File: src/rtl/wbaa_pkg.sv
`default_nettype none
// ----------------------------------------------------------------------------
// wbaa_pkg
// Shared types and constants of the weighted bin average accumulator.
// ----------------------------------------------------------------------------
package wbaa_pkg;

    localparam int BIN_COUNT = 1024;
    localparam int ADDR_W    = $clog2(BIN_COUNT);

    localparam int BIN_W    = 10;
    localparam int VALUE_W  = 16;
    localparam int WEIGHT_W = 16;
    localparam int COUNT_W  = 11;
    localparam int PROD_W   = 32;
    localparam int SUM_W    = 48;
    localparam int TOTAL_W  = 32;

    // Quotient magnitude bits kept before saturation to a signed 16-bit mean.
    localparam int QUOT_W     = VALUE_W - 1;
    localparam int DIV_STEPS  = QUOT_W + 1;
    localparam int DIV_CNT_W  = $clog2(DIV_STEPS);

    typedef enum logic
    {
        OP_ACC  = 1'b0,
        OP_READ = 1'b1
    } op_t;

    typedef struct packed
    {
        op_t                        op;
        logic [BIN_W-1:0]           bin;
        logic                       in_range;
        logic [WEIGHT_W-1:0]        weight;
        logic signed [PROD_W-1:0]   product;
    } item_t;

    typedef struct packed
    {
        logic                       start;
        logic signed [SUM_W-1:0]    dividend;
        logic [TOTAL_W-1:0]         divisor;
    } div_req_t;

    typedef struct packed
    {
        logic                       done;
        logic signed [VALUE_W-1:0]  quotient;
    } div_rsp_t;

endpackage
`default_nettype wire

File: src/rtl/wbaa_queue.sv
`default_nettype none
// ----------------------------------------------------------------------------
// wbaa_queue
// Two-entry queue between the front and back parts.
// ----------------------------------------------------------------------------
module wbaa_queue
(
    input  wire logic               clk,
    input  wire logic               rst_n,
    input  wire logic               push,
    input  wire wbaa_pkg::item_t    push_item,
    output logic                    full,
    input  wire logic               pop,
    output logic                    head_valid,
    output wbaa_pkg::item_t         head_item
);

    wbaa_pkg::item_t entry_reg [2];
    logic            wr_ptr_reg;
    logic            rd_ptr_reg;
    logic [1:0]      count_reg;

    assign full       = (count_reg == 2'd2);
    assign head_valid = (count_reg != 2'd0);
    assign head_item  = entry_reg[rd_ptr_reg];

    always_ff @(posedge clk)
    begin
        if (push)
        begin
            entry_reg[wr_ptr_reg] <= push_item;
        end
    end

    always_ff @(posedge clk or negedge rst_n)
    begin
        if (!rst_n)
        begin
            wr_ptr_reg <= 1'b0;
            rd_ptr_reg <= 1'b0;
            count_reg  <= 2'd0;
        end
        else
        begin
            if (push)
            begin
                wr_ptr_reg <= !wr_ptr_reg;
            end
            if (pop)
            begin
                rd_ptr_reg <= !rd_ptr_reg;
            end
            if (push && !pop)
            begin
                count_reg <= count_reg + 2'd1;
            end
            else if (pop && !push)
            begin
                count_reg <= count_reg - 2'd1;
            end
        end
    end

endmodule
`default_nettype wire

File: config.mk
export PLATFORM = sky130hd
export DESIGN_NAME = wbaa_queue
export DESIGN_NICKNAME = d
export VERILOG_FILES = /design/src/rtl/wbaa_pkg.sv /design/src/rtl/wbaa_queue.sv
export SDC_FILE = /design/constraint.sdc
export NUM_CORES = 1
export LEC_CHECK = 0
export BUFFER_PORTS_ARGS = -buffer_cell sky130_fd_sc_hd__buf_4
export CORE_MARGIN = 2
export CORE_UTILIZATION = 39
export CTS_BUF_LIST = sky130_fd_sc_hd__clkbuf_4
export DETAILED_ROUTE_END_ITERATION = 16
export HOLD_SLACK_MARGIN = 0.06
export PLACE_DENSITY_LB_ADDON = 0.3
export SYNTH_ARGS = -nofsm -noshare
export SYNTH_HDL_FRONTEND = slang
export SYNTH_SLANG_ARGS = --single-unit
File: constraint.sdc
create_clock -name clk -period 4.5 [get_ports clk]
set_clock_uncertainty 0.05 [all_clocks]
set_input_delay 0.225 -clock clk [delete_from_list [all_inputs] [get_ports clk]]
set_output_delay 0.225 -clock clk [all_outputs]
set_load 0.01 [all_outputs]
==> impl_summary.log <==
INFO  metric post-route-period-util = 0.569
INFO  metric post-cts-setup-buffers = 0
INFO  metric count_of_flip_flops_with_a_built_in_enable_after_synthesis = 120
INFO  metric length_of_the_first_detailed_routing_pass_in_iterations = 6
INFO  metric ys_seq_elements = 124
INFO  metric clock_sink_count = 124
INFO  metric grt_pass1_vias = 2566
INFO  metric power.density = 555 nW/µm²
INFO  metric max_capacitance_violation_count = 0
INFO  metric grt_max_degree = 62
INFO  metric power.total = 0.00378 W
INFO  metric cp_max_fo = 61
INFO  metric numCtsBuffers = 17
INFO  metric drt_first_iter_violations = 126
INFO  metric leakagePower = 2.75 nW
INFO  metric yosysWarnings = 0
INFO  metric drc = 0
INFO  metric max_clock_freq = 391 MHz
INFO  metric ctsHtreeMaxLevel = 4
INFO  metric worst_setup_hold_path_clk_slew = 110 ps
INFO  metric numPortBuffers = 125
INFO  metric timing.reg2reg.setup_slack = 2360 ps
INFO  metric final_period_minus_worst_setup_slack = 2560 ps
INFO  metric worst_ep_required_time = 4220 ps
INFO  metric vias = 2519
INFO  metric cp.depth = 2
INFO  metric fp.coreArea = 12100 µm²
INFO  metric mappedNetlistArea = 4820 µm²
INFO  metric largest_register_ff_count = 120
INFO  metric grtUsageMet1 = 0.149
INFO  metric final_nets = 470
INFO  metric unrepaired_setup_endpoints_after_global_routing = no
INFO  metric multi_input_area = 992 µm²
INFO  metric clk_root_buffer_cell = sky130_fd_sc_hd__clkbuf_4
INFO  metric yosysSeqAreaShare = 0.768
INFO  metric synthesis.instances = 203
INFO  metric ys_dominant_reg_cell = sky130_fd_sc_hd__edfxtp_1
INFO  metric r2r_cells = 2
INFO  metric worst_r2r_endpoint = entry_reg[0][49]$_DFFE_PP_
INFO  metric place.detailed.hpwl = 4.88 mm
INFO  metric final_common_cell = sky130_fd_sc_hd__buf_4
INFO  metric crit_chain = mux2_2 > buf_4
INFO  metric gpl.final_weighted_congestion = 0.671
INFO  metric worst_path_max_delay_cell = sky130_fd_sc_hd__dfrtp_4
INFO  metric totalWireLength = 8.29 mm
INFO  metric cp.buffers_inverters = 1
INFO  metric syn-num-nets = 268
INFO  metric max_slew_margin = 0.228
INFO  metric crit_path_arrival_time = 2280 ps
INFO  metric status = finished, final reports clean
INFO  metric detail_route.vias_per_cell = 4.30
INFO  metric critPathCapture = head_item[51]
INFO  metric power.ir.vdd_worst = 0.629 mV
INFO  metric chipHeight = 115 µm
INFO  metric filler_cell_count = 970
INFO  metric hp-class = primary input to register
INFO  metric die_x = 115 µm
INFO  metric syn_avg_cell_area = 23.7 µm²
INFO  metric grt_most_used_layer = met2
INFO  metric worst-slew-pin-transition = 1160 ps
INFO  metric initial_core_utilization = 0.400
INFO  metric design.portCount = 126
INFO  metric regArea = 3710 µm²
INFO  metric report.final.slew_viol_count = 0
INFO  metric synth.lib_cells_used.distinct = 14
INFO  metric setup.worst_path.class = register to output port
INFO  metric drt-wirelength-per-cell = 14.2 µm
INFO  metric setup_viol = 0
INFO  metric global_routing_usage_on_met3 = 0.0438
INFO  metric grtUsageTotal = 0.129
INFO  metric grt_remaining_overflow = 0
INFO  metric flow.area_growth_from_synthesis = 41.4%
INFO  metric fin_setup_tns = 0 ps
INFO  metric reg2reg_from = wr_ptr_reg$_DFFE_PN0P_
INFO  metric drive_above_1_share = 0.531
INFO  metric worstSkewPairLatency = 490 ps
INFO  metric grt.met2_usage = 0.213
INFO  metric grt_antenna_before_repair = 0
INFO  metric mostFrequentLayoutCells = sky130_fd_sc_hd__buf_4, sky130_fd_sc_hd__edfxtp_1, sky130_fd_sc_hd__dlygate4sd3_1
INFO  metric worst_setup_sp = rd_ptr_reg$_DFFE_PN0P_
INFO  metric worst_setup_path_start_kind = register
INFO  metric clock_path_buffers = 2
INFO  metric tritoncts = built
INFO  metric synth_async_sr_flop_share = 0.0323
INFO  metric grt_first_pass_wirelength = 12.5 mm
INFO  metric worst_setup_ep_type = output port
INFO  metric insertedDiodeCount = 0
INFO  metric critical-path-max-stage-delay = 1200 ps
INFO  metric rows = 40
INFO  metric drtAntennaViolNets = 0
INFO  metric delay_heaviest_family_cp = flip-flops
INFO  metric final_hold_viol_count = 0
INFO  metric die_area = 13300 µm²
-- routing by layer --
layer  share of wire  vias to the layer above
li1                -                     1210
met1            0.42                     1214
met2            0.50                       81
met3           0.053                       14
met4           0.024                        0
met5               0                        -
-- report_power, final --
group          leakage [nW]  total (W)  switching (W)  internal (W)
combinational          1.41    0.00121       0.000437      0.000773
sequential             1.17    0.00175       0.000213       0.00153
clock                 0.164   0.000826       0.000431      0.000395
total                  2.75    0.00378        0.00108       0.00270
-- timing repair --
action / 4_1_cts / 5_1_grt
hold buffers: 64 / 0
endpoints found under the setup margin: 0 / 0
hold endpoints to repair: 127 / 0
gates resized for setup: 0 / 0
-- logic make-up after synthesis --
family	share of synthesized area
xor gates and xnor gates	0.00908
adders and majority gates	0.00259
buffers and inverters	0.0280
DFF	0.768
muxes	0.186
and+or+nand+nor	0.00597
-- Yosys cell counts (2+ instances only) --
| cell | count | share of area |
|---|---|---|
| sky130_fd_sc_hd__buf_12 | 6 | 0.025 |
| sky130_fd_sc_hd__dfrtp_1 | 4 | 0.021 |
| sky130_fd_sc_hd__edfxtp_1 | 120 | 0.75 |
| sky130_fd_sc_hd__xor2_1 | 4 | 0.0073 |
| sky130_fd_sc_hd__nor2b_1 | 2 | 0.0026 |
| sky130_fd_sc_hd__mux2_4 | 59 | 0.18 |
-- per-stage QoR --
| step | worst slack [ps] | util | hold slack (ps) | cell area, µm² | cells |
|---|---|---|---|---|---|
| finish | 1940 | 0.565 | 398 | 6820 | 586 |
| global route | 1770 | 0.565 | 329 | 6820 | 586 |
| CTS | 1840 | 0.565 | 341 | 6820 | 586 |
| detailed placement | 2320 | 0.486 | -25.2 | 5860 | 490 |
| global placement | 2350 | 0.486 | -27.8 | 5860 | 490 |
| floorplan | 893 | - | -121 | 4820 | 203 |
-- worst min-delay path by stage --
stage,start,endpoint,slack (ps),depth (start not counted)
floorplan,rst_n,count_reg[0]$_DFFE_PN0P_,-120,0
global placement,rst_n,count_reg[1]$_DFFE_PN0P_,-30,1
detailed placement,rst_n,wr_ptr_reg$_DFFE_PN0P_,-30,1
CTS,push_item[35],entry_reg[1][35]$_DFFE_PP_,340,2
global route,push_item[35],entry_reg[1][35]$_DFFE_PP_,330,2
finish,push_item[6],entry_reg[1][6]$_DFFE_PP_,400,2
-- final cells by class --
cell class	instances	area share
clock inverter	15	0.0277
sequential	124	0.544
timing repair buffer	190	0.233
clock buffer	17	0.0187
inverter	1	0.000551
multi-input combinational	71	0.146
tap	168	0.0308
No activity file was read; power rests on OpenSTA's default activity.
