### src/rtl/wbaa_pkg.sv
`default_nettype none
// ----------------------------------------------------------------------------
// wbaa_pkg
// Shared types and constants of the weighted bin average accumulator.
// ----------------------------------------------------------------------------
package wbaa_pkg;

    localparam int BIN_COUNT = 1024;
    localparam int ADDR_W    = $clog2(BIN_COUNT);

    localparam int BIN_W    = 10;
    localparam int VALUE_W  = 16;
    localparam int WEIGHT_W = 16;
    localparam int COUNT_W  = 11;
    localparam int PROD_W   = 32;
    localparam int SUM_W    = 48;
    localparam int TOTAL_W  = 32;

    // Quotient magnitude bits kept before saturation to a signed 16-bit mean.
    localparam int QUOT_W     = VALUE_W - 1;
    localparam int DIV_STEPS  = QUOT_W + 1;
    localparam int DIV_CNT_W  = $clog2(DIV_STEPS);

    typedef enum logic
    {
        OP_ACC  = 1'b0,
        OP_READ = 1'b1
    } op_t;

    typedef struct packed
    {
        op_t                        op;
        logic [BIN_W-1:0]           bin;
        logic                       in_range;
        logic [WEIGHT_W-1:0]        weight;
        logic signed [PROD_W-1:0]   product;
    } item_t;

    typedef struct packed
    {
        logic                       start;
        logic signed [SUM_W-1:0]    dividend;
        logic [TOTAL_W-1:0]         divisor;
    } div_req_t;

    typedef struct packed
    {
        logic                       done;
        logic signed [VALUE_W-1:0]  quotient;
    } div_rsp_t;

endpackage
`default_nettype wire

### src/rtl/wbaa_front.sv
`default_nettype none
// ----------------------------------------------------------------------------
// wbaa_front
// Accepts input items, classifies them and forms the weighted product.
// ----------------------------------------------------------------------------
module wbaa_front
(
    input  wire logic                                   sample_valid,
    output logic                                        sample_ready,
    input  wire logic                                   command,
    input  wire logic [wbaa_pkg::BIN_W-1:0]             bin_id,
    input  wire logic signed [wbaa_pkg::VALUE_W-1:0]    sample_value,
    input  wire logic [wbaa_pkg::WEIGHT_W-1:0]          sample_weight,
    input  wire logic                                   queue_full,
    input  wire logic                                   clear_done,
    output logic                                        push,
    output wbaa_pkg::item_t                             item
);

    logic signed [wbaa_pkg::PROD_W:0] prod_wide;

    // The product of a Q8.8 value and a Q8.8 weight always fits 32 bits signed.
    assign prod_wide = (wbaa_pkg::PROD_W + 1)'(sample_value) * $signed({1'b0, sample_weight});

    assign sample_ready = clear_done && !queue_full;
    assign push         = sample_valid && sample_ready;

    always_comb
    begin
        item.op       = command ? wbaa_pkg::OP_READ : wbaa_pkg::OP_ACC;
        item.bin      = bin_id;
        item.in_range = (32'(bin_id) < wbaa_pkg::BIN_COUNT);
        item.weight   = sample_weight;
        item.product  = prod_wide[wbaa_pkg::PROD_W-1:0];
    end

endmodule
`default_nettype wire

### config.mk
export PLATFORM = sky130hd
export DESIGN_NAME = wbaa_front
export DESIGN_NICKNAME = d
export VERILOG_FILES = /design/src/rtl/wbaa_pkg.sv /design/src/rtl/wbaa_front.sv
export SDC_FILE = /design/constraint.sdc
export NUM_CORES = 1
export LEC_CHECK = 0
export BUFFER_PORTS_ARGS = -buffer_cell sky130_fd_sc_hd__buf_2
export CAP_MARGIN = 0
export CORE_MARGIN = 5
export CORE_UTILIZATION = 35
export DETAILED_ROUTE_END_ITERATION = 10
export PLACE_DENSITY_LB_ADDON = 0.05
export SYNTH_ARGS = -nofsm -noshare
export SYNTH_HDL_FRONTEND = slang
export SYNTH_SLANG_ARGS = --single-unit
### constraint.sdc
create_clock -name vclk -period 5.2
set_clock_uncertainty 0.2 [all_clocks]
set_input_delay 0.26 -clock vclk [all_inputs]
set_output_delay 0.26 -clock vclk [all_outputs]
set_load 0.02 [all_outputs]
==> results of run 1 <==
## how the worst max path moves through the flow
stage	from	endpoint	slack, ns	cells past startpoint
after global routing	sample_value[6]	item[30]	-0.92	24
after CTS	sample_value[6]	item[30]	-0.86	21
after floorplan	sample_value[6]	item[30]	-0.42	19
final	sample_value[6]	item[29]	-0.75	23
after global placement	sample_weight[7]	item[30]	-0.97	20
after detailed placement	sample_weight[7]	item[30]	-1.00	20
## placed cells by master, fill, tap and decap left out, types with 6 or more instances in the layout
cell	instances
xnor2_1	8
ha_1	98
nor2_1	24
nand2_4	8
and2_4	19
buf_4	165
fa_2	8
buf_6	61
xnor2_2	11
a21oi_1	10
a21o_1	6
ha_4	15
inv_2	14
a21oi_4	12
fa_1	186
inv_1	226
and2_1	106
buf_12	6
nand2_1	125
xor2_1	6
nand2_2	9
buf_2	38
## layer usage
layer  share of wire [%]  global-route usage [%]  vias to the layer above
li1                    -                       -                     3555
met1                  40                    23.2                     3837
met2                  56                    36.8                      101
met4                 1.5                    2.00                        0
met3                 2.0                   0.437                       17
met5                   0                       0                        -
## per-stage QoR
| step | utilization [%] | cells |
|---|---|---|
| floorplan | - | 1056 |
| finish | 48.1 | 1601 |
| CTS | 46.8 | 1593 |
| detailed placement | 43.2 | 1574 |
| global placement | 43.2 | 1574 |
| global route | 48.1 | 1601 |
## what timing repair did
item,4_1_cts,5_1_grt
endpoints found under the setup margin,23,23
pin swaps,79,41
gates resized for setup,184,64
setup buffers,20,9
## cell families (layout without fill, tap and decap cells)
| family | count (synthesis) | count (layout) | synth area share (%) |
|---|---|---|---|
| adders and majority gates | 311 | 311 | 58.8 |
| buffers and inverters | 307 | 517 | 14.1 |
| xor gates and xnor gates | 32 | 32 | 3.08 |
| other | 1 | 1 | 0.0412 |
| AOI/OAI and AO/OA | 79 | 79 | 6.41 |
| and+or+nand+nor | 326 | 326 | 17.6 |
## final cells by class
cell class / instances / area (um2) / area share, %
timing repair buffer: 277 / 2330 / 18.7
tap: 335 / 419 / 3.38
multi-input combinational: 749 / 8770 / 70.6
inverter: 240 / 901 / 7.25
## cell usage after synthesis, types with 3 or more instances
| library cell | n | area share [%] |
|---|---|---|
| a211oi_2 | 3 | 0.41 |
| xnor2_1 | 20 | 1.9 |
| fa_1 | 194 | 43 |
| buf_2 | 3 | 0.17 |
| and3_1 | 5 | 0.34 |
| a21oi_2 | 3 | 0.29 |
| nor2b_1 | 3 | 0.21 |
| and2_1 | 125 | 8.6 |
| clkbuf_1 | 32 | 1.3 |
| nand4_1 | 4 | 0.28 |
| o21ai_0 | 12 | 0.66 |
| a21o_1 | 6 | 0.50 |
| inv_1 | 240 | 9.9 |
| buf_4 | 28 | 2.3 |
| buf_6 | 3 | 0.37 |
| ha_1 | 117 | 16 |
| o21ai_1 | 4 | 0.22 |
| a21oi_1 | 23 | 1.3 |
| nand2_1 | 143 | 5.9 |
| xor2_1 | 12 | 1.2 |
| nor2_1 | 29 | 1.2 |
| nand3_1 | 7 | 0.39 |
| nand2b_1 | 5 | 0.34 |
| a211oi_1 | 4 | 0.33 |
==> results.sh, run 1 <==
export IMPL_seq_cell_count=0
export IMPL_synth_area_mm2=0.00910
export IMPL_slew_violations=0
export IMPL_max_freq_mhz=168
export IMPL_hold_violations=0
export IMPL_grt_max_degree=14
export IMPL_holdBufCountCts=0
export IMPL_fillers=2640
export IMPL_final_nets=1625
export IMPL_ys_seq_area_share_pct=0
export IMPL_pre_cts_ws_ns=-1.00
export IMPL_grt_pass1_wl_um=43300
export IMPL_num_rows=59
export IMPL_initialDrtViolationCount=178
export IMPL_grt_setup_unrepaired="true"
export IMPL_setup_slack_ns=-0.747
export IMPL_period_minus_slack_ns=5.95
export IMPL_grt_overflow=0
export IMPL_start_util_pct=35.2
export IMPL_hold_path_class="in2out"
export IMPL_die_w_um=171
export IMPL_critPathLaunchType="input port"
export IMPL_path_cells="buf_12 -> buf_6 -> buf_12 -> and2_4 -> fa_1 -> inv_2 -> fa_1 -> inv_1 -> fa_1 -> fa_1 -> fa_1 -> inv_1 -> fa_1 -> inv_2 -> ha_4 -> buf_6 -> nand2_4 -> nor4_4 -> nand2_2 -> a2111oi_4 -> a211oi_2 -> xnor2_2 -> buf_4"
export IMPL_dieHeight_um=171
export IMPL_finalSetupViolCount=20
export IMPL_drv_cap=0
export IMPL_track_usage_pct=18.6
export IMPL_end_kind="output port"
export IMPL_core_area_mm2=0.0258
export IMPL_fin_setup_tns_ns=-10.41
export IMPL_portBuffers=85
export IMPL_syn_num_nets=1413
export IMPL_dpl_cell_area_mm2=0.0112
export IMPL_worst_path_max_fanout=6
export IMPL_drc=0
export IMPL_clkbuf_count=0
export IMPL_cp_num_buf_inv=9
export IMPL_crit_family="adder cells"
export IMPL_hold_start="bin_id[3]"
export IMPL_gp_congestion=0.808
export IMPL_worstPathArrival_ns=5.49
export IMPL_whs_ns=0.320
export IMPL_antenna_cells=0
export IMPL_syn_avg_cell_area_um2=8.61
export IMPL_grt_pass1_vias=8205
export IMPL_pin_count=108
export IMPL_critical_path_class="in2out"
export IMPL_run_status="finished, violations left"
export IMPL_worst_ep_required_time_ns=4.74
export IMPL_layout_worst_path_cycle_share_pct=114
export IMPL_routedWlPerCell_um=16.6
export IMPL_wl_um=26600
export IMPL_grt_antenna_before_repair=0
export IMPL_viasPerCell=4.69
export IMPL_ant_nets=0
export IMPL_synth_cells=1056
export IMPL_first_pass_iters=7
export IMPL_worst_path_max_delay_cell="fa_1"
export IMPL_hpwl_um=23300
export IMPL_whs_endpoint="item[52]"
export IMPL_max_stage_delay_ns=0.50
export IMPL_vias=7510
export IMPL_ff_latch_area_um2=0
export IMPL_drive_gt1_share_pct=33.9
export IMPL_syn_to_final_growth_pct=36.5
export IMPL_yosysWarnings=0
export IMPL_crit_top_cell="fa_1"
export IMPL_post_route_cell_area_mm2=0.0124
export IMPL_ys_types=47
export IMPL_violations="negative setup slack"
export IMPL_hold_path_cell_count=0
export IMPL_die_area_mm2=0.0293
Power of run 1 is left out: the tool's default activity adds up to more than one toggle a clock period on the data nets, which glitch-free logic cannot reach.
==> inputs of run 2 (changes only) <==
Settings changed: CELL_PAD_IN_SITES_DETAIL_PLACEMENT set to 1, CELL_PAD_IN_SITES_GLOBAL_PLACEMENT set to 1.
==> results.sh, run 2 (synthesized netlist as in run 1, its figures left out) <==
export IMPL_hold_start="bin_id[3]"
export IMPL_gp_congestion=0.830
export IMPL_pin_count=108
export IMPL_grt_pass1_wl_um=45100
export IMPL_crit_start="sample_value[6]"
export IMPL_met2_length_um=16100
export IMPL_layout_worst_path_cycle_share_pct=115
export IMPL_initialDrtViolationCount=175
export IMPL_num_rows=59
export IMPL_drive_gt1_share_pct=35.9
export IMPL_drc=0
export IMPL_grt_overflow=0
export IMPL_drv_cap=0
export IMPL_dpl_cell_area_mm2=0.0112
export IMPL_clkbuf_count=0
export IMPL_start_util_pct=35.2
export IMPL_die_w_um=171
export IMPL_portBuffers=85
export IMPL_core_area_mm2=0.0258
export IMPL_max_freq_mhz=167
export IMPL_end_kind="output port"
export IMPL_die_area_mm2=0.0293
export IMPL_met3_length_um=598
export IMPL_run_status="finished, violations left"
export IMPL_highest_layer="met4"
export IMPL_final_cell_mix="220 x inv_1, 177 x fa_1, 169 x buf_4"
export IMPL_seq_cell_count=0
export IMPL_critical_path_class="in2out"
export IMPL_setup_slack_ns=-0.801
export IMPL_ff_latch_area_um2=0
export IMPL_fin_setup_tns_ns=-11.41
export IMPL_viasPerCell=4.73
export IMPL_hold_path_class="in2out"
export IMPL_worstPathArrival_ns=5.54
export IMPL_worst_path_max_fanout=5
export IMPL_grt_max_degree=13
export IMPL_post_route_cell_area_mm2=0.0125
export IMPL_holdBufCountCts=0
export IMPL_period_minus_slack_ns=6.00
export IMPL_dieHeight_um=171
export IMPL_wl_um=28400
export IMPL_hpwl_um=24800
export IMPL_vias=7605
export IMPL_antenna_cells=0
export IMPL_hold_path_cell_count=0
export IMPL_track_usage_pct=19.5
export IMPL_grt_setup_unrepaired="true"
export IMPL_slew_violations=0
export IMPL_violations="negative setup slack"
export IMPL_syn_to_final_growth_pct=37.6
export IMPL_place_inst=1577
export IMPL_routedWlPerCell_um=17.7
export IMPL_critPathLaunchType="input port"
export IMPL_finalSetupViolCount=21
export IMPL_grt_pass1_vias=8613
export IMPL_final_nets=1633
export IMPL_hold_violations=0
export IMPL_first_pass_iters=4
export IMPL_final_common_cell="inv_1"
export IMPL_wl_met1_um=11100
export IMPL_fillers=2998
export IMPL_ant_nets=0
export IMPL_worst_ep_required_time_ns=4.74
export IMPL_grt_antenna_before_repair=0
export IMPL_fin_cells=1609
[run 2: stage by stage]
stage	hold WS [ns]	utilization [%]	setup slack, ns
floorplan	0.403	-	-0.422
global placement	0.320	43.3	-0.968
detailed placement	0.320	43.3	-1.02
CTS	0.320	46.3	-0.944
global route	0.320	48.5	-0.965
finish	0.320	48.5	-0.801
[run 2: critical path, stage by stage]
cell      delay, ns
buf_8          0.10
buf_6          0.13
and2_4         0.16
fa_2           0.54
inv_2          0.05
fa_2           0.45
fa_2           0.35
fa_1           0.51
inv_2          0.04
fa_1           0.57
inv_1          0.06
fa_1           0.50
inv_2          0.05
ha_4           0.25
a211oi_2       0.21
o211ai_1       0.11
buf_4          0.16
o221ai_4       0.22
buf_6          0.15
o22ai_4        0.06
a311o_1        0.31
xor2_2         0.16
buf_6          0.13
[run 2: timing repair]
action	in CTS	in global routing
cloned	1	0
setup endpoints to repair	24	24
resized for setup	165	108
buffers inserted	14	19
pin swaps	62	51
[run 2: path summary, 6_finish.rpt]
| kind | slack, ns | endpoint |
|---|---|---|
| max | -0.80 | item[30] |
| min | 0.32 | item[52] |
[run 2: final cells by class]
class / count / area (um2) / share of cell area [%]
inverter: 240 / 901 / 7.20
multi-input combinational: 749 / 8770 / 70.1
tap: 335 / 419 / 3.35
timing repair buffer: 285 / 2430 / 19.4
[run 2: routing by layer]
layer  GRT usage [%]  vias up
li1                -     3563
met1            24.0     3924
met2            38.7       94
met3           0.322       24
met4            3.10        0
met5               0        -
Power of run 2 is left out for the same reason.
