$ cat src/rtl/wbaa_pkg.sv
`default_nettype none
// ----------------------------------------------------------------------------
// wbaa_pkg
// Shared types and constants of the weighted bin average accumulator.
// ----------------------------------------------------------------------------
package wbaa_pkg;

    localparam int BIN_COUNT = 1024;
    localparam int ADDR_W    = $clog2(BIN_COUNT);

    localparam int BIN_W    = 10;
    localparam int VALUE_W  = 16;
    localparam int WEIGHT_W = 16;
    localparam int COUNT_W  = 11;
    localparam int PROD_W   = 32;
    localparam int SUM_W    = 48;
    localparam int TOTAL_W  = 32;

    // Quotient magnitude bits kept before saturation to a signed 16-bit mean.
    localparam int QUOT_W     = VALUE_W - 1;
    localparam int DIV_STEPS  = QUOT_W + 1;
    localparam int DIV_CNT_W  = $clog2(DIV_STEPS);

    typedef enum logic
    {
        OP_ACC  = 1'b0,
        OP_READ = 1'b1
    } op_t;

    typedef struct packed
    {
        op_t                        op;
        logic [BIN_W-1:0]           bin;
        logic                       in_range;
        logic [WEIGHT_W-1:0]        weight;
        logic signed [PROD_W-1:0]   product;
    } item_t;

    typedef struct packed
    {
        logic                       start;
        logic signed [SUM_W-1:0]    dividend;
        logic [TOTAL_W-1:0]         divisor;
    } div_req_t;

    typedef struct packed
    {
        logic                       done;
        logic signed [VALUE_W-1:0]  quotient;
    } div_rsp_t;

endpackage
`default_nettype wire

$ cat src/rtl/wbaa_div.sv
`default_nettype none
// ----------------------------------------------------------------------------
// wbaa_div
// Iterative restoring divider, one quotient bit per cycle, saturating.
// ----------------------------------------------------------------------------
module wbaa_div
(
    input  wire logic                   clk,
    input  wire logic                   rst_n,
    input  wire wbaa_pkg::div_req_t     req,
    output wbaa_pkg::div_rsp_t          rsp
);

    localparam int SW = wbaa_pkg::SUM_W;
    localparam int QW = wbaa_pkg::QUOT_W;

    logic                               busy_reg;
    logic [wbaa_pkg::DIV_CNT_W-1:0]     cnt_reg;
    logic [SW-1:0]                      rem_reg;
    logic [SW-1:0]                      dvs_reg;
    logic [QW-1:0]                      quot_reg;
    logic                               neg_reg;
    logic                               done_reg;
    logic signed [wbaa_pkg::VALUE_W-1:0] result_reg;

    logic           ge;
    logic [QW-1:0]  quot_next;
    logic [SW-1:0]  dividend_mag;
    logic           first_step;
    logic           last_step;

    assign ge           = (rem_reg >= dvs_reg);
    assign quot_next    = {quot_reg[QW-2:0], ge};
    assign dividend_mag = req.dividend[SW-1] ? SW'(-req.dividend) : SW'(req.dividend);
    assign first_step   = (cnt_reg == wbaa_pkg::DIV_CNT_W'(wbaa_pkg::DIV_STEPS - 1));
    assign last_step    = busy_reg && !req.start && ((first_step && ge) || (cnt_reg == '0));

    assign rsp.done     = done_reg;
    assign rsp.quotient = result_reg;

    always_ff @(posedge clk or negedge rst_n)
    begin
        if (!rst_n)
        begin
            busy_reg   <= 1'b0;
            done_reg   <= 1'b0;
            cnt_reg    <= '0;
            rem_reg    <= '0;
            dvs_reg    <= '0;
            quot_reg   <= '0;
            neg_reg    <= 1'b0;
            result_reg <= '0;
        end
        else
        begin
            done_reg <= last_step;
            if (req.start)
            begin
                busy_reg <= 1'b1;
                cnt_reg  <= wbaa_pkg::DIV_CNT_W'(wbaa_pkg::DIV_STEPS - 1);
                rem_reg  <= dividend_mag;
                // The first step compares against the divisor scaled by 2^15,
                // which detects a quotient too large for the mean.
                dvs_reg  <= SW'({req.divisor, QW'(0)});
                quot_reg <= '0;
                neg_reg  <= req.dividend[SW-1];
            end
            else if (busy_reg)
            begin
                if (ge)
                begin
                    rem_reg <= rem_reg - dvs_reg;
                end
                dvs_reg  <= dvs_reg >> 1;
                quot_reg <= quot_next;
                cnt_reg  <= cnt_reg - 1'b1;
                if (first_step && ge)
                begin
                    busy_reg   <= 1'b0;
                    result_reg <= neg_reg ? {1'b1, QW'(0)} : {1'b0, {QW{1'b1}}};
                end
                else if (cnt_reg == '0)
                begin
                    busy_reg   <= 1'b0;
                    result_reg <= neg_reg ? -$signed({1'b0, quot_next})
                                          : $signed({1'b0, quot_next});
                end
            end
        end
    end

endmodule
`default_nettype wire

$ cat config.mk
export PLATFORM = sky130hd
export DESIGN_NAME = wbaa_div
export DESIGN_NICKNAME = d
export VERILOG_FILES = /design/src/rtl/wbaa_pkg.sv /design/src/rtl/wbaa_div.sv
export SDC_FILE = /design/constraint.sdc
export NUM_CORES = 1
export LEC_CHECK = 0
export BUFFER_PORTS_ARGS = -buffer_cell sky130_fd_sc_hd__buf_2
export CAP_MARGIN = 20
export CORE_MARGIN = 1.5
export CORE_UTILIZATION = 45
export DETAILED_ROUTE_END_ITERATION = 12
export GPL_TIMING_DRIVEN = 0
export PLACE_DENSITY = 0.75
export SLEW_MARGIN = 10
export SYNTH_ARGS = -nofsm -noshare
export SYNTH_HDL_FRONTEND = slang
export SYNTH_SLANG_ARGS = --single-unit
$ cat constraint.sdc
create_clock -name clk -period 3.91 [get_ports clk]
set_input_delay 0.5865 -clock clk [delete_from_list [all_inputs] [get_ports clk]]
set_output_delay 0.5865 -clock clk [all_outputs]
set_load 0.02 [all_outputs]
==> out/results.tsv, run 1 <==
metric	value	unit
routed len/inst	18.0	um
sequential share of power	21.6	%
P_int	0.00523	W
Yosys top cell area share	33.7	%
vias per cell	5.87	
Setup crit end kind	flop	
H-Tree Depth	4	
antenna diode count	0	
skew final	0.00762	ns
adder-cell area share of the yosys netlist	6.72	%
Layout Nets	1460	
Netlist cell types	65	
global placement routability congestion	0.960	
Mapped Cells	1185	
Core Area	21200	um2
#FFs+latches synth	132	
Startpoint Class	flop	
Top Ports	100	
Worst EP arrival	4.20	ns
final slew viol count	0	
First-pass DRT Iterations	7	
Clk pwr share	16.1	%
sw frac	47.3	%
I/O Buffers	97	
Clock Path Buffers	2	
Worst Path Required	4.28	ns
cell breakdown of the critical path	ha_4 > and3_4 > or4b_4 > or4_4 > inv_4 > o21ai_4 > a2111oi_4 > nor2_4 > ha_4 > nand2_2 > or2_4 > nand2b_4 > nor3_1 > nor3_1 > a21oi_1 > o221ai_1 > o21a_1	
RSZ-0062 raised after global routing	true	
Synth area leaders	dfrtp_1, ha_1, mux2i_1	
Setup violations, final	0	
Slew @ Worst Pin	0.854	ns
crit path max-delay cell type	or4b_4	
largest net degree at the start of global routing	82	
Cell Pwr Density	853	nW/um2
setup total negative slack	0	ns
CTS clk-pin slew, worst paths	0.06	ns
DIE WIDTH	151	um
Post-DP Area	10700	um2
Setup Crit Path Kind	flop to flop	
commonest non-fill, non-tap cell in the layout	dfrtp_1	
CTS sink count	132	
final instance area	11600	um2
largest family of logic cells by synthesized area	compound AO/OA/AOI/OAI gates	
Most used DFF post-synth	dfrtp_1	
period utilization	97.8	%
Lkg Pwr	5.26	nW
initial DRC count	837	
die height	151	um
CTS buffer count	17	
worst hold slack	0.208	ns
Synth Area in Simple Gates	16.2	%
Netlist Area Pre-Place	9790	um2
Post-synth ARST share	100	%
max_cap viols	0	
Synthesis Warnings	0	
Fmax	261	MHz
compound-cell area share of the yosys netlist	22.9	%
row count	53	
TritonCTS clock tree	done	
Post-Synth XOR/XNOR Area	8.68	%
largest area contributor in the netlist	dfrtp_1	
Max stage delay on crit path	0.47	ns
GR Overflow Total	0	
Layout Cells excl Fill	1613	
combinational power share	62.3	%
outcome	finished, final reports clean	
Layout area overhead	18.9	%
DRC Markers	0	
number of antenna violations at the first check in global routing	0	
Mapped Avg Cell Area	8.26	um2
number of flops mapped to enable cells by yosys	0	
type of the worst min-delay path	input port to asynchronous set/reset pin	
DR vias	9473	
Starting Density	46.3	%
Psw	0.00470	W
max reg flops	48	
post-synthesis mux area share	6.67	%
Tot GR Track Use	26.1	%
sequential share of the synthesized area	33.7	%
proportion of layout cells with a drive suffix above 1	15.9	%
Slew HR	43.1	%
worst-path fanout max	7	
DP HPWL	21400	um
die area	22700	um2
worst skew pair latency	0.43	ns
cts hold-fix bufs	0	
final wirelength	29100	um
antenna viol nets, final	0	
syn_nets	1320	
first-pass GRT wire length	46100	um
Root Buffer	clkbuf_16	
maximum VDD drop	333	uV
endpoints failing hold	0	
number of global-route vias before repair	8804	
Placed Cells	1558	
most frequent cells in the layout	dfrtp_1, nor2_1, nand2_1, o21ai_0, a21oi_1	
crit path time final	3.82	ns
## what timing repair did
item                       CTS  global route
setup endpoints to repair   66            59
pin swaps                    2            12
gates resized for setup     32            27
setup buffers                4            21
## routing by layer
metal  part of all wire [%]  up-vias  GRT usage [%]
met4                    3.0        0           10.3
met5                      0        -              0
met1                     44     4556           36.0
met3                    7.1       51           4.73
met2                     46      360           40.3
li1                       -     4506              -
## cell type report
class                   instances  area [um2]
plain buffers                  57         245
clock buffers                  20         457
clock inverters                12         120
fillers                      1935        9510
inverters                      72         274
multi-input cells             922        6200
flip-flops and latches        132        3300
well taps                     275         344
repair buffers                123         707
## synth_stat cells (11+ instances only)
master	instances
o21ai_0	116
clkbuf_1	51
mux2i_1	63
o41ai_1	11
nor2_1	119
ha_1	51
xnor2_1	41
inv_1	71
o211ai_1	14
a211oi_1	42
dfrtp_1	132
o31ai_1	14
nand3_1	18
and3_1	11
xor2_1	56
nand4_1	11
nand2_1	113
nand2b_1	14
a21oi_1	100
## worst paths after layout
kind	start	to	slack, ns	depth (start not counted)
worst min-delay path	rst_n	done_reg$_DFF_PN0_	0.21	1
worst max register to register	rem_reg[22]$_DFFE_PN0P_	result_reg[14]$_DFFE_PN0P_	0.09	17
worst max-delay path	rem_reg[22]$_DFFE_PN0P_	result_reg[14]$_DFFE_PN0P_	0.09	17
worst min register to register	result_reg[15]$_DFFE_PN0P_	result_reg[15]$_DFFE_PN0P_	0.48	2
max in group asynchronous	rst_n	dvs_reg[26]$_DFFE_PN0P_	2.95	2
min in group clk	req[4]	dvs_reg[19]$_DFFE_PN0P_	0.35	3
## cell families (layout without fill, tap and decap cells)
group,after synthesis,count (layout)
adders and majority gates,52,52
buffers and inverters,131,284
and+or+nand+nor,344,344
muxes,65,65
AOI/OAI and AO/OA,364,364
DFF,132,132
xor gates and xnor gates,97,97
## critical path, delay by kind of cell (launching register included)
family / cells / cell delay (ns)
fa+ha+maj: 2 / 0.50
flops: 1 / 0.45
buf+inv: 1 / 0.08
simple gates: 9 / 1.81
compound gates: 5 / 0.95
## power by group through the flow
stage / clock (W) / sequential (W) / combinational (W)
4_1_cts: 0.00161 / 0.00213 / 0.00578
3_3_place_gp: 0 / 0.00212 / 0.00546
6_report: 0.00160 / 0.00214 / 0.00619
5_1_grt: 0.00166 / 0.00219 / 0.00681
2_1_floorplan: 0 / 0.00214 / 0.00417
3_5_place_dp: 0 / 0.00214 / 0.00556
## stage by stage
step	total power [W]	util [%]	worst slack, ns
finish	0.00993	55.1	0.0858
global route	0.0107	55.1	-0.121
CTS	0.00952	53.9	0.0150
detailed placement	0.00769	50.4	-0.749
global placement	0.00758	50.2	-0.635
floorplan	0.00631	-	0.101
No activity file was read; power rests on OpenSTA's default activity.
==> run 2, diff against run 1 <==
==> constraint.sdc (replaced) <==
create_clock -name clk -period 3.91 [get_ports clk]
set_input_delay 0 -clock clk [delete_from_list [all_inputs] [get_ports clk]]
set_output_delay 0 -clock clk [all_outputs]
set_load 0.02 [all_outputs]
==> run 2 against run 1 <==
Against the previous run:
- cell area up 6.6%
- via count up 4.6%
- global-route usage up 1.2 points
- combinational power up 0.8%
- sequential share of layout area down 1.8 points
- clock power about the same
- first-iteration DRC count down 5.4%
- clock skew up 0.00065 ns
- power up 0.59%
- largest cell class unchanged
==> out/results.tsv, run 2 (synthesized netlist as in run 1, its figures left out) <==
metric	value	unit	change
Worst EP arrival	4.20	ns	about the same
cell breakdown of the critical path	inv_2 > ha_4 > buf_6 > nand2_2 > or4b_4 > or4_4 > inv_4 > o21ai_4 > a2111oi_4 > nor2_4 > ha_4 > nand2_2 > or2_4 > nand2b_4 > nor3_1 > nor3_1 > a21oi_1 > o221ai_1 > o21a_1		was ha_4 > and3_4 > or4b_4 > or4_4 > inv_4 > o21ai_4 > a2111oi_4 > nor2_4 > ha_4 > nand2_2 > or2_4 > nand2b_4 > nor3_1 > nor3_1 > a21oi_1 > o221ai_1 > o21a_1
maximum VDD drop	333	uV	about the same
I/O Buffers	97		unchanged
CTS sink count	132		unchanged
die area	22700	um2	unchanged
Top Ports	100		unchanged
Post-DP Area	10700	um2	unchanged
combinational power share	62.5	%	was 62.3%
largest net degree at the start of global routing	82		unchanged
Layout area overhead	26.8	%	was 18.9%
Core Area	21200	um2	unchanged
Clk pwr share	16.0	%	was 16.1%
Fillers	1861		was 1935
final instance area	12400	um2	was 11600 um2
Tot GR Track Use	27.2	%	was 26.1%
outcome	finished, final reports clean		unchanged
period utilization	97.9	%	was 97.8%
DR vias	9910		was 9473
Setup Crit Path Kind	flop to flop		unchanged
R2R cell count	19		was 17
most frequent cells in the layout	dfrtp_1, nor2_1, o21ai_0		was dfrtp_1, nor2_1, nand2_1, o21ai_0, a21oi_1
worst reg2reg startpoint	dvs_reg[21]$_DFFE_PN0P_		was rem_reg[22]$_DFFE_PN0P_
max reg flops	48		unchanged
first-pass GRT wire length	48200	um	was 46100 um
die height	151	um	unchanged
antenna diode count	0		unchanged
worst-path fanout max	7		unchanged
global placement routability congestion	0.960		unchanged
type of the worst min-delay path	input port to flop		was input port to asynchronous set/reset pin
Setup crit end kind	flop		unchanged
RSZ-0062 raised after global routing	true		unchanged
row count	53		unchanged
Psw	0.00471	W	was 0.00470 W
P_int	0.00528	W	was 0.00523 W
Cell Pwr Density	805	nW/um2	was 853 nW/um2
worst skew pair latency	0.43	ns	about the same
Slew @ Worst Pin	0.876	ns	was 0.854 ns
H-Tree Depth	4		unchanged
final wirelength	30400	um	was 29100 um
antenna viol nets, final	0		unchanged
proportion of layout cells with a drive suffix above 1	15.2	%	was 15.9%
GR Overflow Total	0		unchanged
Startpoint Class	flop		unchanged
WHS Endpoint	rem_reg[14]$_DFFE_PN0P_		
hold path depth	4		
routed len/inst	18.0	um	about the same
Slew HR	41.6	%	was 43.1%
Max stage delay on crit path	0.53	ns	was 0.47 ns
setup total negative slack	0	ns	unchanged
Clock Path Buffers	2		unchanged
sequential share of power	21.5	%	was 21.6%
number of global-route vias before repair	9362		was 8804
Setup violations, final	0		unchanged
DRC Markers	0		unchanged
DP HPWL	21400	um	unchanged
TritonCTS clock tree	done		unchanged
skew final	0.00827	ns	was 0.00762 ns
Layout Nets	1534		was 1460
Worst Path Required	4.28	ns	about the same
worst reg2reg setup slack	0.08	ns	was 0.09 ns
CTS buffer count	17		unchanged
vias per cell	5.87		about the same
Hold Crit Start	req[45]		
CTS clk-pin slew, worst paths	0.07	ns	was 0.06 ns
final slew viol count	0		unchanged
CP bufs+invs	3		was 1
crit path max-delay cell type	or4b_4		unchanged
endpoints failing hold	0		unchanged
First-pass DRT Iterations	5		was 7
max_cap viols	0		unchanged
Root Buffer	clkbuf_16		unchanged
sw frac	47.1	%	was 47.3%
number of antenna violations at the first check in global routing	0		unchanged
Fmax	261	MHz	about the same
Critical R2R Capture	result_reg[14]$_DFFE_PN0P_		unchanged
critical path's top delay family	simple AND/OR/NAND/NOR gates		unchanged
DIE WIDTH	151	um	unchanged
commonest non-fill, non-tap cell in the layout	dfrtp_1		unchanged
Starting Density	46.3	%	unchanged
crit path time final	3.83	ns	was 3.82 ns
Lkg Pwr	5.57	nW	was 5.26 nW
initial DRC count	792		was 837
-- run 2: how the worst max path moves through the flow --
stage / start / cells past startpoint / endpoint
6_report: dvs_reg[21]$_DFFE_PN0P_ / 19 / result_reg[14]$_DFFE_PN0P_
5_1_grt: dvs_reg[0]$_DFFE_PN0P_ / 18 / result_reg[14]$_DFFE_PN0P_
4_1_cts: dvs_reg[21]$_DFFE_PN0P_ / 19 / result_reg[14]$_DFFE_PN0P_
3_5_place_dp: dvs_reg[5]$_DFFE_PN0P_ / 14 / rem_reg[19]$_DFFE_PN0P_
3_3_place_gp: dvs_reg[5]$_DFFE_PN0P_ / 18 / result_reg[14]$_DFFE_PN0P_
2_1_floorplan: dvs_reg[27]$_DFFE_PN0P_ / 19 / result_reg[14]$_DFFE_PN0P_
-- run 2: power groups by stage --
stage / Sequential, W / Clock [W] / Combinational (W)
after CTS: 0.00213 / 0.00161 / 0.00584
after global placement: 0.00212 / 0 / 0.00546
after global routing: 0.00219 / 0.00166 / 0.00687
after floorplan: 0.00214 / 0 / 0.00417
after detailed placement: 0.00214 / 0 / 0.00556
final: 0.00215 / 0.00160 / 0.00624
-- run 2: final cells by class --
type | count | area, um2 | share of cell area, %
sequential | 132 | 3300 | 26.6
clock buffer | 20 | 457 | 3.68
tap | 275 | 344 | 2.77
clock inverter | 12 | 120 | 0.968
inverter | 72 | 274 | 2.21
multi-input combinational | 922 | 6210 | 50.1
buffer | 57 | 245 | 1.98
timing repair buffer | 197 | 1460 | 11.7
-- run 2: timing repair --
action                                  4_1_cts  5_1_grt
endpoints found under the hold margin       156        0
gates resized for setup                      32       31
buffers inserted                              4       18
endpoints found under the setup margin       66       59
hold buffers                                 77        0
pin swaps                                     2       12
-- run 2: metrics by stage --
| step | instances | power, W | hold slack [ns] | setup slack (ns) | utilization, % |
|---|---|---|---|---|---|
| after floorplan | 1185 | 0.00631 | -0.296 | 0.101 | - |
| after global placement | 1557 | 0.00758 | 0.205 | -0.635 | 50.2 |
| after detailed placement | 1558 | 0.00769 | 0.106 | -0.749 | 50.4 |
| after CTS | 1669 | 0.00958 | 0.00300 | 0.0150 | 57.5 |
| after global routing | 1687 | 0.0107 | 0.0474 | -0.130 | 58.7 |
| final | 1687 | 0.00999 | 0.0134 | 0.0806 | 58.7 |
-- run 2: worst reg2reg max path, stage by stage (launching register included) --
cell and delay, ns:
dfrtp_1 0.39, inv_2 0.07, ha_4 0.26, buf_6 0.11
nand2_2 0.06, or4b_4 0.53, or4_4 0.44, inv_4 0.08
o21ai_4 0.07, a2111oi_4 0.46, nor2_4 0.12, ha_4 0.19
nand2_2 0.06, or2_4 0.12, nand2b_4 0.13, nor3_1 0.07
nor3_1 0.21, a21oi_1 0.06, o221ai_1 0.21, o21a_1 0.15
-- run 2: layer usage --
layer,vias to the layer above,track usage (%),part of all wire [%]
li1,4653,-,-
met1,4730,36.6,43
met2,428,42.7,45
met3,99,5.09,7.1
met4,0,11.9,4.2
met5,-,0,0
